[src/rtl/core/wav_riff_header_parser_defines.svh]
// Assertion macros shared by the WAV header parser RTL.
// No dependencies.
`ifndef WAV_RIFF_HEADER_PARSER_DEFINES_SVH
`define WAV_RIFF_HEADER_PARSER_DEFINES_SVH

// implication checked every cycle outside reset
`define WRHP_ASSERT_IMPL(label, clk, rst, ante, cons, msg) \
   label: assert property (@(posedge clk) disable iff (rst) (ante) |-> (cons)) \
      else $error(msg);

// implication checked in the cycle after the antecedent
`define WRHP_ASSERT_NEXT(label, clk, rst, ante, cons, msg) \
   label: assert property (@(posedge clk) disable iff (rst) (ante) |=> (cons)) \
      else $error(msg);

`endif

[src/rtl/core/wrhp_pkg.sv]
// Package for the WAV header parser: phase codes, kinds, status codes, tags.
// No dependencies.
`default_nettype none
package wrhp_pkg;
   localparam int unsigned CfgWidth = 33;

   typedef enum logic [17:0] {
      PH_RIFF  = 18'h00001, PH_SIZE  = 18'h00002, PH_WAVE  = 18'h00004,
      PH_FMT   = 18'h00008, PH_FMTLEN = 18'h00010, PH_TAG  = 18'h00020,
      PH_CHAN  = 18'h00040, PH_RATE  = 18'h00080, PH_BRATE = 18'h00100,
      PH_ALIGN = 18'h00200, PH_BITS  = 18'h00400, PH_EXTLEN = 18'h00800,
      PH_EXT   = 18'h01000, PH_NAME  = 18'h02000, PH_CSIZE = 18'h04000,
      PH_SKIP  = 18'h08000, PH_DSIZE = 18'h10000, PH_DATA  = 18'h20000
   } phase_type;

   localparam logic [1:0] KIND_DATA   = 2'd0;
   localparam logic [1:0] KIND_EXT    = 2'd1;
   localparam logic [1:0] KIND_STATUS = 2'd2;

   localparam logic [2:0] ST_OK      = 3'd0;
   localparam logic [2:0] ST_HDR     = 3'd1;
   localparam logic [2:0] ST_UNSUP   = 3'd2;
   localparam logic [2:0] ST_EXTRACT = 3'd3;
   localparam logic [2:0] ST_DATA    = 3'd4;
   localparam logic [2:0] ST_FMT     = 3'd5;

   localparam logic [31:0] TAG_RIFF = 32'h46464952;
   localparam logic [31:0] TAG_WAVE = 32'h45564157;
   localparam logic [31:0] TAG_FMT  = 32'h20746D66;
   localparam logic [31:0] TAG_DATA = 32'h61746164;
   localparam logic [15:0] PCM_TAG  = 16'h0001;
   localparam logic [15:0] CH_MONO  = 16'h0001;
   localparam logic [15:0] CH_STEREO = 16'h0002;
   localparam logic [31:0] MIN_FMT_LEN = 32'd16;

   // one queued result item
   typedef struct packed {
      logic [1:0]  kind;
      logic [7:0]  payload_byte;
      logic [2:0]  status;
      logic [1:0]  channel_count;
      logic [31:0] sample_rate;
      logic [31:0] byte_rate;
      logic [15:0] block_align;
      logic [15:0] sample_bits;
      logic        run_last;
   } rsp_type;

   function automatic logic name_char_ok(input logic [7:0] c);
      return (c >= 8'h30 && c <= 8'h39) || (c >= 8'h41 && c <= 8'h5A) ||
             (c >= 8'h61 && c <= 8'h7A) || c == 8'h20;
   endfunction
endpackage
`default_nettype wire

[src/rtl/core/wav_riff_header_parser.sv]
// WAV header parser: one byte per cycle while req_stall is low. Each accepted item is parsed in the
// accept cycle; its 0..2 results are registered in a 4-entry queue before they appear.
// Throughput: one item per cycle while the queue holds two free entries.
// Synchronous active-high reset clears parse state, file_length and queue.
`default_nettype none
module wav_riff_header_parser
   import wrhp_pkg::*;
(
   input  wire logic                clock,
   input  wire logic                reset,
   input  wire logic                csr_write_enable,
   input  wire logic [CfgWidth-1:0] csr_write_data,
   input  wire logic                req_valid,
   output logic                     req_stall,
   input  wire logic [7:0]          req_byte_value,
   input  wire logic                req_end_of_file,
   output logic                     rsp_valid,
   input  wire logic                rsp_stall,
   output logic [1:0]               rsp_kind,
   output logic [7:0]               rsp_payload_byte,
   output logic [2:0]               rsp_status,
   output logic [1:0]               rsp_channel_count,
   output logic [31:0]              rsp_sample_rate,
   output logic [31:0]              rsp_byte_rate,
   output logic [15:0]              rsp_block_align,
   output logic [15:0]              rsp_sample_bits,
   output logic                     rsp_run_last
);
`include "wav_riff_header_parser_defines.svh"

   logic [CfgWidth-1:0] file_length_ff;
   phase_type   phase_ff, phase_in;
   logic [1:0]  fcnt_ff, fcnt_in;
   logic [31:0] shift_ff, shift_in;
   logic [31:0] remain_ff, remain_in;
   logic [31:0] fmtlen_ff, fmtlen_in;
   logic [15:0] chan_ff, chan_in;
   logic [31:0] rate_ff, rate_in;
   logic [31:0] brate_ff, brate_in;
   logic [15:0] align_ff, align_in;
   logic [15:0] bits_ff, bits_in;
   logic        fin_ff, fin_in;

   logic        room, accept;
   logic [31:0] acc, v;
   logic        done2, done4, done;
   logic        byte_out, st_out;
   logic [1:0]  byte_kind;
   logic [2:0]  st_code;
   rsp_type     r0, r1, qo;
   logic        push0, push1;

   assign req_stall = !room;
   assign accept    = req_valid && room;

   assign acc   = shift_ff | ({24'b0, req_byte_value} << {fcnt_ff, 3'b000});
   assign v     = acc;
   assign done2 = fcnt_ff == 2'd1;
   assign done4 = fcnt_ff == 2'd3;

   always_comb begin
      phase_in  = phase_ff;
      fcnt_in   = fcnt_ff + 2'd1;
      shift_in  = acc;
      remain_in = remain_ff;
      fmtlen_in = fmtlen_ff;
      chan_in   = chan_ff;
      rate_in   = rate_ff;
      brate_in  = brate_ff;
      align_in  = align_ff;
      bits_in   = bits_ff;
      fin_in    = fin_ff;
      byte_out  = 1'b0;
      byte_kind = KIND_DATA;
      st_out    = 1'b0;
      st_code   = ST_OK;
      done      = 1'b0;
      case (phase_ff)
         PH_TAG, PH_CHAN, PH_ALIGN, PH_BITS, PH_EXTLEN: done = done2;
         PH_EXT, PH_SKIP, PH_DATA: done = 1'b0;
         default: done = done4;
      endcase
      if (done) begin
         fcnt_in  = '0;
         shift_in = '0;
      end
      if (phase_ff == PH_EXT || phase_ff == PH_SKIP || phase_ff == PH_DATA) begin
         fcnt_in  = fcnt_ff;
         shift_in = shift_ff;
      end
      if (!fin_ff) begin
         case (phase_ff)
            PH_RIFF: if (done) begin
               if (v != TAG_RIFF) begin st_out = 1'b1; st_code = ST_HDR; end
               else phase_in = PH_SIZE;
            end
            PH_SIZE: if (done) begin
               if ({1'b0, v} + 33'd8 != file_length_ff) begin
                  st_out = 1'b1; st_code = ST_DATA;
               end else phase_in = PH_WAVE;
            end
            PH_WAVE: if (done) begin
               if (v != TAG_WAVE) begin st_out = 1'b1; st_code = ST_HDR; end
               else phase_in = PH_FMT;
            end
            PH_FMT: if (done) begin
               if (v != TAG_FMT) begin st_out = 1'b1; st_code = ST_HDR; end
               else phase_in = PH_FMTLEN;
            end
            PH_FMTLEN: if (done) begin
               fmtlen_in = v;
               if (v < MIN_FMT_LEN) begin st_out = 1'b1; st_code = ST_FMT; end
               else phase_in = PH_TAG;
            end
            PH_TAG: if (done) begin
               if (v[15:0] != PCM_TAG) begin st_out = 1'b1; st_code = ST_UNSUP; end
               else phase_in = PH_CHAN;
            end
            PH_CHAN: if (done) begin
               chan_in = v[15:0];
               if (v[15:0] != CH_MONO && v[15:0] != CH_STEREO) begin
                  st_out = 1'b1; st_code = ST_FMT;
               end else phase_in = PH_RATE;
            end
            PH_RATE: if (done) begin
               rate_in = v;
               if (v == '0) begin st_out = 1'b1; st_code = ST_FMT; end
               else phase_in = PH_BRATE;
            end
            PH_BRATE: if (done) begin
               brate_in = v;
               phase_in = PH_ALIGN;
            end
            PH_ALIGN: if (done) begin
               align_in = v[15:0];
               phase_in = PH_BITS;
            end
            PH_BITS: if (done) begin
               bits_in = v[15:0];
               phase_in = (fmtlen_ff > MIN_FMT_LEN) ? PH_EXTLEN : PH_NAME;
            end
            PH_EXTLEN: if (done) begin
               remain_in = {16'b0, v[15:0]};
               phase_in  = (v[15:0] != '0) ? PH_EXT : PH_NAME;
            end
            PH_EXT: begin
               byte_out  = 1'b1;
               byte_kind = KIND_EXT;
               remain_in = remain_ff - 32'd1;
               if (remain_ff == 32'd1) phase_in = PH_NAME;
            end
            PH_NAME: if (done) begin
               if (!name_char_ok(v[7:0]) || !name_char_ok(v[15:8]) ||
                   !name_char_ok(v[23:16]) || !name_char_ok(v[31:24])) begin
                  st_out = 1'b1; st_code = ST_EXTRACT;
               end else phase_in = (v == TAG_DATA) ? PH_DSIZE : PH_CSIZE;
            end
            PH_CSIZE: if (done) begin
               remain_in = v;
               phase_in  = (v != '0) ? PH_SKIP : PH_NAME;
            end
            PH_SKIP: begin
               remain_in = remain_ff - 32'd1;
               if (remain_ff == 32'd1) phase_in = PH_NAME;
            end
            PH_DSIZE: if (done) begin
               remain_in = v;
               if (v == '0) begin st_out = 1'b1; st_code = ST_OK; end
               else phase_in = PH_DATA;
            end
            PH_DATA: begin
               byte_out  = 1'b1;
               remain_in = remain_ff - 32'd1;
               if (remain_ff == 32'd1) begin st_out = 1'b1; st_code = ST_OK; end
            end
            default: begin st_out = 1'b1; st_code = ST_EXTRACT; end
         endcase
         if (!st_out && req_end_of_file) begin
            st_out  = 1'b1;
            st_code = ST_EXTRACT;
         end
         if (st_out) fin_in = 1'b1;
      end
   end

   // the byte-rate check needs the full product at the bits field; it is
   // evaluated combinationally below from bits and registered rate*channels
   logic [31:0] rc_ff;       // rate * channels, set once channels/rate known
   logic [31:0] full_expect;
   logic        brate_bad;
   assign full_expect = {3'b0, v[15:3]} * rc_ff;
   assign brate_bad   = brate_ff == '0 || brate_ff != full_expect;

   logic        st_fin;
   logic [2:0]  st_fin_code;
   logic        fin_fin;
   logic [15:0] chan_stat;
   logic [31:0] rate_stat, brate_stat;
   logic [15:0] align_stat, bits_stat;
   always_comb begin
      st_fin      = st_out;
      st_fin_code = st_code;
      fin_fin     = fin_in;
      if (!fin_ff && phase_ff == PH_BITS && done && brate_bad) begin
         st_fin      = 1'b1;
         st_fin_code = ST_FMT;
         fin_fin     = 1'b1;
      end
      chan_stat  = chan_in;
      rate_stat  = rate_in;
      brate_stat = brate_in;
      align_stat = align_in;
      bits_stat  = bits_in;
   end

   always_comb begin
      r0 = '0;
      r1 = '0;
      r0.kind = byte_kind;
      r0.payload_byte = req_byte_value;
      r1.kind = KIND_STATUS;
      r1.status = st_fin_code;
      r1.channel_count = (chan_stat == CH_MONO || chan_stat == CH_STEREO) ?
                         chan_stat[1:0] : 2'd0;
      r1.sample_rate = rate_stat;
      r1.byte_rate   = brate_stat;
      r1.block_align = align_stat;
      r1.sample_bits = bits_stat;
      r1.run_last    = 1'b1;
      r0.run_last    = !st_fin;
      push0 = 1'b0;
      push1 = 1'b0;
      if (accept && byte_out && st_fin) begin
         push0 = 1'b1; push1 = 1'b1;
      end else if (accept && byte_out) begin
         push0 = 1'b1;
      end else if (accept && st_fin) begin
         push0 = 1'b1; r0 = r1;
      end
   end

   wrhp_rsp_queue u_queue (
      .clock    (clock),
      .reset    (reset),
      .push0    (push0),
      .push1    (push1),
      .data0    (r0),
      .data1    (r1),
      .room     (room),
      .out_valid(rsp_valid),
      .out_stall(rsp_stall),
      .out_data (qo)
   );

   assign rsp_kind          = qo.kind;
   assign rsp_payload_byte  = qo.payload_byte;
   assign rsp_status        = qo.status;
   assign rsp_channel_count = qo.channel_count;
   assign rsp_sample_rate   = qo.sample_rate;
   assign rsp_byte_rate     = qo.byte_rate;
   assign rsp_block_align   = qo.block_align;
   assign rsp_sample_bits   = qo.sample_bits;
   assign rsp_run_last      = qo.run_last;

   always_ff @(posedge clock) begin
      if (reset) begin
         file_length_ff <= '0;
      end else if (csr_write_enable) begin
         file_length_ff <= csr_write_data;
      end
   end

   always_ff @(posedge clock) begin
      if (reset) begin
         phase_ff  <= PH_RIFF;
         fcnt_ff   <= '0;
         shift_ff  <= '0;
         remain_ff <= '0;
         fmtlen_ff <= '0;
         chan_ff   <= '0;
         rate_ff   <= '0;
         brate_ff  <= '0;
         align_ff  <= '0;
         bits_ff   <= '0;
         fin_ff    <= 1'b0;
         rc_ff     <= '0;
      end else if (accept) begin
         if (req_end_of_file) begin
            phase_ff  <= PH_RIFF;
            fcnt_ff   <= '0;
            shift_ff  <= '0;
            remain_ff <= '0;
            fmtlen_ff <= '0;
            chan_ff   <= '0;
            rate_ff   <= '0;
            brate_ff  <= '0;
            align_ff  <= '0;
            bits_ff   <= '0;
            fin_ff    <= 1'b0;
            rc_ff     <= '0;
         end else begin
            phase_ff  <= phase_in;
            fcnt_ff   <= fcnt_in;
            shift_ff  <= shift_in;
            remain_ff <= remain_in;
            fmtlen_ff <= fmtlen_in;
            chan_ff   <= chan_in;
            rate_ff   <= rate_in;
            brate_ff  <= brate_in;
            align_ff  <= align_in;
            bits_ff   <= bits_in;
            fin_ff    <= fin_fin;
            // rate*channels, channels is 1 or 2 here so this is a shift
            if (phase_ff == PH_BRATE) begin
               rc_ff <= (chan_ff == CH_STEREO) ? {rate_ff[30:0], 1'b0} : rate_ff;
            end
         end
      end
   end

   `WRHP_ASSERT_IMPL(a_stall_full, clock, reset, !room, rsp_valid, "stall with empty queue")
   `WRHP_ASSERT_NEXT(a_fin_no_data, clock, reset, accept && fin_ff && !req_end_of_file, !$past(push0), "output after outcome")
   `WRHP_ASSERT_IMPL(a_push_order, clock, reset, push1, push0, "second push without first")
   `WRHP_ASSERT_IMPL(a_onehot, clock, reset, 1'b1, $onehot(phase_ff), "phase not one-hot")
endmodule
`default_nettype wire

[src/rtl/core/wrhp_rsp_queue.sv]
// Four-entry result queue decoupling the parser from rsp stall.
// Depends on wrhp_pkg.
`default_nettype none
module wrhp_rsp_queue
   import wrhp_pkg::*;
(
   input  wire logic    clock,
   input  wire logic    reset,
   input  wire logic    push0,
   input  wire logic    push1,
   input  wire rsp_type data0,
   input  wire rsp_type data1,
   output logic         room,
   output logic         out_valid,
   input  wire logic    out_stall,
   output rsp_type      out_data
);
   rsp_type    mem_ff [4];
   logic [1:0] wr_ff, rd_ff;
   logic [2:0] cnt_ff, cnt_in;
   logic       pop;
   logic [1:0] n_push;

   assign pop       = out_valid && !out_stall;
   assign out_valid = cnt_ff != 3'd0;
   assign out_data  = mem_ff[rd_ff];
   assign room      = cnt_ff <= 3'd2;
   assign n_push    = {1'b0, push0} + {1'b0, push1};
   assign cnt_in    = cnt_ff + {1'b0, n_push} - {2'b0, pop};

   always_ff @(posedge clock) begin
      if (reset) begin
         wr_ff  <= '0;
         rd_ff  <= '0;
         cnt_ff <= '0;
      end else begin
         wr_ff  <= wr_ff + n_push;
         rd_ff  <= rd_ff + {1'b0, pop};
         cnt_ff <= cnt_in;
      end
   end

   always_ff @(posedge clock) begin
      if (push0) begin
         mem_ff[wr_ff] <= data0;
      end
      if (push1) begin
         mem_ff[push0 ? wr_ff + 2'd1 : wr_ff] <= data1;
      end
   end
endmodule
`default_nettype wire
[config.mk]
export PLATFORM = sky130hd
export DESIGN_NAME = wav_riff_header_parser
export DESIGN_NICKNAME = d
export VERILOG_FILES = /design/src/rtl/core/wrhp_pkg.sv /design/src/rtl/core/wav_riff_header_parser.sv /design/src/rtl/core/wrhp_rsp_queue.sv
export VERILOG_INCLUDE_DIRS = /design/src /design/src/rtl/core
export SDC_FILE = /design/constraint.sdc
export NUM_CORES = 2
export LEC_CHECK = 0
export ABC_AREA = 0
export BUFFER_PORTS_ARGS = -buffer_cell sky130_fd_sc_hd__buf_2
export CORE_ASPECT_RATIO = 1.4
export CORE_MARGIN = 5
export CORE_UTILIZATION = 40
export DETAILED_ROUTE_END_ITERATION = 8
export GPL_ROUTABILITY_DRIVEN = 0
export SYNTH_ARGS = -nofsm -noshare
export SYNTH_HDL_FRONTEND = slang
export SYNTH_SLANG_ARGS = --single-unit
[constraint.sdc]
create_clock -name clock -period 31.4 [get_ports clock]
set_input_delay 6.28 -clock clock [delete_from_list [all_inputs] [get_ports clock]]
set_output_delay 6.28 -clock clock [all_outputs]
set_load 0.02 [all_outputs]
==> results.tsv <==
stage	metric	value	unit
die	die boundary width	296.1	um
critical_path	data required time of the worst path	31680	ps
global_route	pin count of the biggest net entering global routing	134	
timing	Max Transition Viols Final	0	
routing	detailed router's first-iteration violation count	3540	
logic_synthesis	syn_area_per_cell	9.762	sq um
min_path	worst hold path type	reg2reg	
logic_synthesis	top cell type by total area after synthesis	edfxtp_1	
flow_run	maxcap violations	0	
placement	HPWL after DPL	100300	um
logic_synthesis	FFs w/ async S/R, synth	0	%
pwr	share of total power in sequential cells	41.5	%
timing	setup repair after global routing missed its margin	no	
logic_synthesis	cells after synthesis	4694	
global_route	overall routing resource usage	23.59	%
cells_and_area	commonest non-fill, non-tap cell in the layout	nor2_1	
logic_synthesis	cell types occupying the most area after synthesis	edfxtp_1 26%, dfxtp_1 15%, fa_1 11%, nor2_1 6.7%, mux4_2 5.5%	
timing	highest attainable clock frequency	0.06451	GHz
cells_and_area	layout cells sized above 1	11.71	%
cts	root buffer cell	clkbuf_16	
critical_path	Setup CP Type	in2reg	
outcome	result of the run	complete, no violations	
routing	DRC errors left	0	
cells_and_area	Total Nets Final	5050	
logic_synthesis	cell area after technology mapping	45820	sq um
global_route	first-pass GRT wire length	221000	um
routing	Post-Route WL	146700	um
routing	DR vias/cell	5.805	
global_route	antenna violations before repair	3	
die	Core Rows	147	
cts	Post-CTS Setup Repair Bufs	0	
timing	final period utilization	49.37	%
critical_path	minimum setup slack among reg-to-reg paths	21110	ps
min_path	Hold Crit Start	u_queue.mem_ff[1][111]	
pwr	IR drop worst, VDD	49.95	uV
timing	setup_tns	0	ps
critical_path	nature of the critical path startpoint	primary input	
cts	clock transition at the registers of the reported paths	60	ps
logic_synthesis	library cells used by synthesis	100	
cts	count of hold-fix buffers inserted at cts	0	
logic_synthesis	share of the yosys chip area belonging to registers	41.55	%
min_path	Worst Hold Depth	2	
die	core region area	114200	sq um
pwr	switching pwr	0.8310	mW
placement	quantity of I/O buffers inserted on ports	160	
routing	number of search-and-repair iterations in the first detailed-routing pass	7	
cells_and_area	top library cells by usage in the layout, fill and taps aside	819 x nor2_1, 524 x nand2_1, 404 x edfxtp_1	
pwr	Clock Power Share	36.5	%
critical_path	crit-path max FO	59	
timing	worst setup slack after layout	15900	ps
critical_path	FF-to-FF Start	fcnt_ff[0]	
logic_synthesis	Yosys top cell area share	26.47	%
logic_synthesis	number of storage elements in the synthesis netlist	749	
cells_and_area	signed area change from the synthesized netlist to the final layout	9.936	%
cells_and_area	Filler Cells Inserted	10851	
logic_synthesis	flip-flop cell with the highest count after synthesis	edfxtp_1	
global_route	via count of the first global-routing pass	35585	
critical_path	number of cells traversed by the worst register-to-register path	27	
cts	number of gates given a new drive strength after cts	0	
critical_path	CP endpoint kind	register	
cells_and_area	fraction of the core area covered by cells at the end of the flow	44.11	%
cts	TritonCTS Buffers	81	
critical_path	Reg2Reg Capture Point	u_queue.mem_ff[1][54]	
die	initial core utilization	40.12	%
timing	slew at the pin closest to its max-slew limit	1258	ps
die	Die Ht	410.5	um
timing	Worst Clk Skew	31.32	ps
global_route	global route overflow	0	
die	IO Count	161	
pwr	power per unit of standard cell area	52.69	nW/um^2
placement	Post-Place Worst Slack	15360	ps
timing	final hold viol count	0	
critical_path	arrival time reported for the critical path endpoint	15780	ps
cts	insertion delay to the later sink of the worst-skew pair	670	ps
pwr	P_int	1.823	mW
die	die footprint	121500	sq um
routing	WL/cell	23.52	um
logic_synthesis	number of flops mapped to enable cells by yosys	404	
cts	clock tree from TritonCTS	done	
pwr	switching fraction of total power	31.31	%
cts	total clock sinks	749	
logic_synthesis	yosys synthesis warning count	0	
routing	vias	36213	
logic_synthesis	Post-Syn Nets	5064	
pwr	leak pwr	16.62	nW
pwr	combinational share of power	22.0	%
timing	Final setup viols	0	
timing	remaining max-slew budget at the tightest pin	15.22	%
routing	post-route ant nets	0	
timing	crit path time final	15500	ps
cts	Clock Tree Buf Depth	3	
cts	total number of H-tree levels	3	
min_path	Worst Hold Endpoint	u_queue.mem_ff[1][111]	
flip-flops by register name, summed over array words and instances, names as in the netlist:
register,count
remain_ff,32
u_queue.cnt_ff,3
fcnt_ff,2
phase_ff,18
align_ff,16
fmtlen_ff,32
u_queue.mem_ff,448
bits_ff,16
brate_ff,32
file_length_ff,33
u_queue.wr_ff,2
rc_ff,32
rate_ff,32
shift_ff,32
u_queue.rd_ff,2
fin_ff,1
chan_ff,16
Yosys cell counts (8+ instances only):
cell	count
xnor2_1	81
buf_6	37
a22o_1	34
nor2_1	821
and3_1	16
mux4_2	112
ha_1	65
a31oi_1	12
xor2_1	28
o21ai_1	8
buf_2	28
o21ai_0	137
nand2_1	525
edfxtp_1	404
or4_1	8
nand3b_1	8
nand3_1	35
fa_1	258
nand2b_1	12
or3_1	22
inv_1	178
or2_2	13
a22oi_1	38
o21a_1	19
clkbuf_1	236
o22ai_1	17
and4_1	8
a21boi_0	46
buf_1	39
o221ai_1	9
o211ai_1	13
a2111oi_0	8
mux2i_1	92
nor3_1	161
nor2b_1	28
a21o_1	24
and2_1	120
dfxtp_1	345
o22a_1	9
a211oi_1	18
a21oi_1	386
nand4_1	25
nor4_1	50
nand4b_1	12
how the worst max path moves through the flow:
stage                       from                      to  cells past startpoint
2_1_floorplan  req_byte_value[6]  u_queue.mem_ff[2][100]                     27
3_3_place_gp   req_byte_value[5]   u_queue.mem_ff[0][80]                     26
3_5_place_dp   req_byte_value[5]   u_queue.mem_ff[0][80]                     26
4_1_cts        req_byte_value[5]   u_queue.mem_ff[0][62]                     28
5_1_grt        req_byte_value[5]   u_queue.mem_ff[1][54]                     28
6_report       req_byte_value[5]    u_queue.mem_ff[0][8]                     26
logic make-up (layout without fill, tap and decap cells):
logic type	after synthesis	count (layout)	synth area share (%)
AOI/OAI and AO/OA	879	879	12.07
xor gates and xnor gates	112	112	2.231
adders and majority gates	323	323	13.05
buffers and inverters	520	573	4.958
DFF	749	749	41.55
muxes	206	206	7.563
other	0	1	0
and+or+nand+nor	1905	1905	18.58
area by class of cell:
cell class / instances / area (sq um) / share of cell area, %
diodes: 1 / 2.502 / 0.004967
well taps: 1490 / 1864 / 3.701
repair buffers: 245 / 1455 / 2.889
flip-flops and latches: 749 / 19050 / 37.81
inverters: 178 / 678.2 / 1.346
clock inverters: 38 / 412.9 / 0.8196
clock buffers: 112 / 2285 / 4.535
multi-input cells: 3425 / 24630 / 48.90
through the flow:
stage	std cells	hold slack [ps]	cell area, sq um	power (mW)
after floorplan	4694	436.2	45820	1.511
after global placement	6087	450.5	47680	1.708
after detailed placement	6087	459.2	47680	1.712
after CTS	6237	471.0	50370	2.677
after global routing	6237	487.7	50370	2.754
final	6238	470.1	50380	2.654
worst max-delay path, cell delays in order:
cell      delay (ps)
buf_2            440
nor3b_1          360
or2_1            440
buf_4            430
nand2_1          140
fa_1             560
fa_1             430
fa_1             500
fa_1             500
fa_1             480
inv_1             40
ha_1             330
and2_1           210
a221oi_1         460
a31oi_1          230
o21ai_0          450
a21boi_0         230
or3_1            380
nand3_1          100
nor4_2            50
buf_4            190
o21ai_2          510
and3_1           300
o21ai_4          130
inv_4            720
buf_4            670
power by group through the flow:
stage / clock [mW] / combinational, mW / sequential [mW]
floorplan: 0 / 0.406 / 1.11
global placement: 0 / 0.587 / 1.12
detailed placement: 0 / 0.589 / 1.12
CTS: 0.985 / 0.591 / 1.10
global route: 1.03 / 0.620 / 1.11
finish: 0.970 / 0.584 / 1.10
routing by layer:
layer	global-route usage [%]	up-vias	part of all wire (%)
met3	3.652	405	6.6
met5	0	-	0.0048
met4	11.04	2	5.5
met2	39.26	1457	48
met1	30.29	18011	40
li1	-	16338	-
Note: power is estimated with default switching activity, not from simulation.
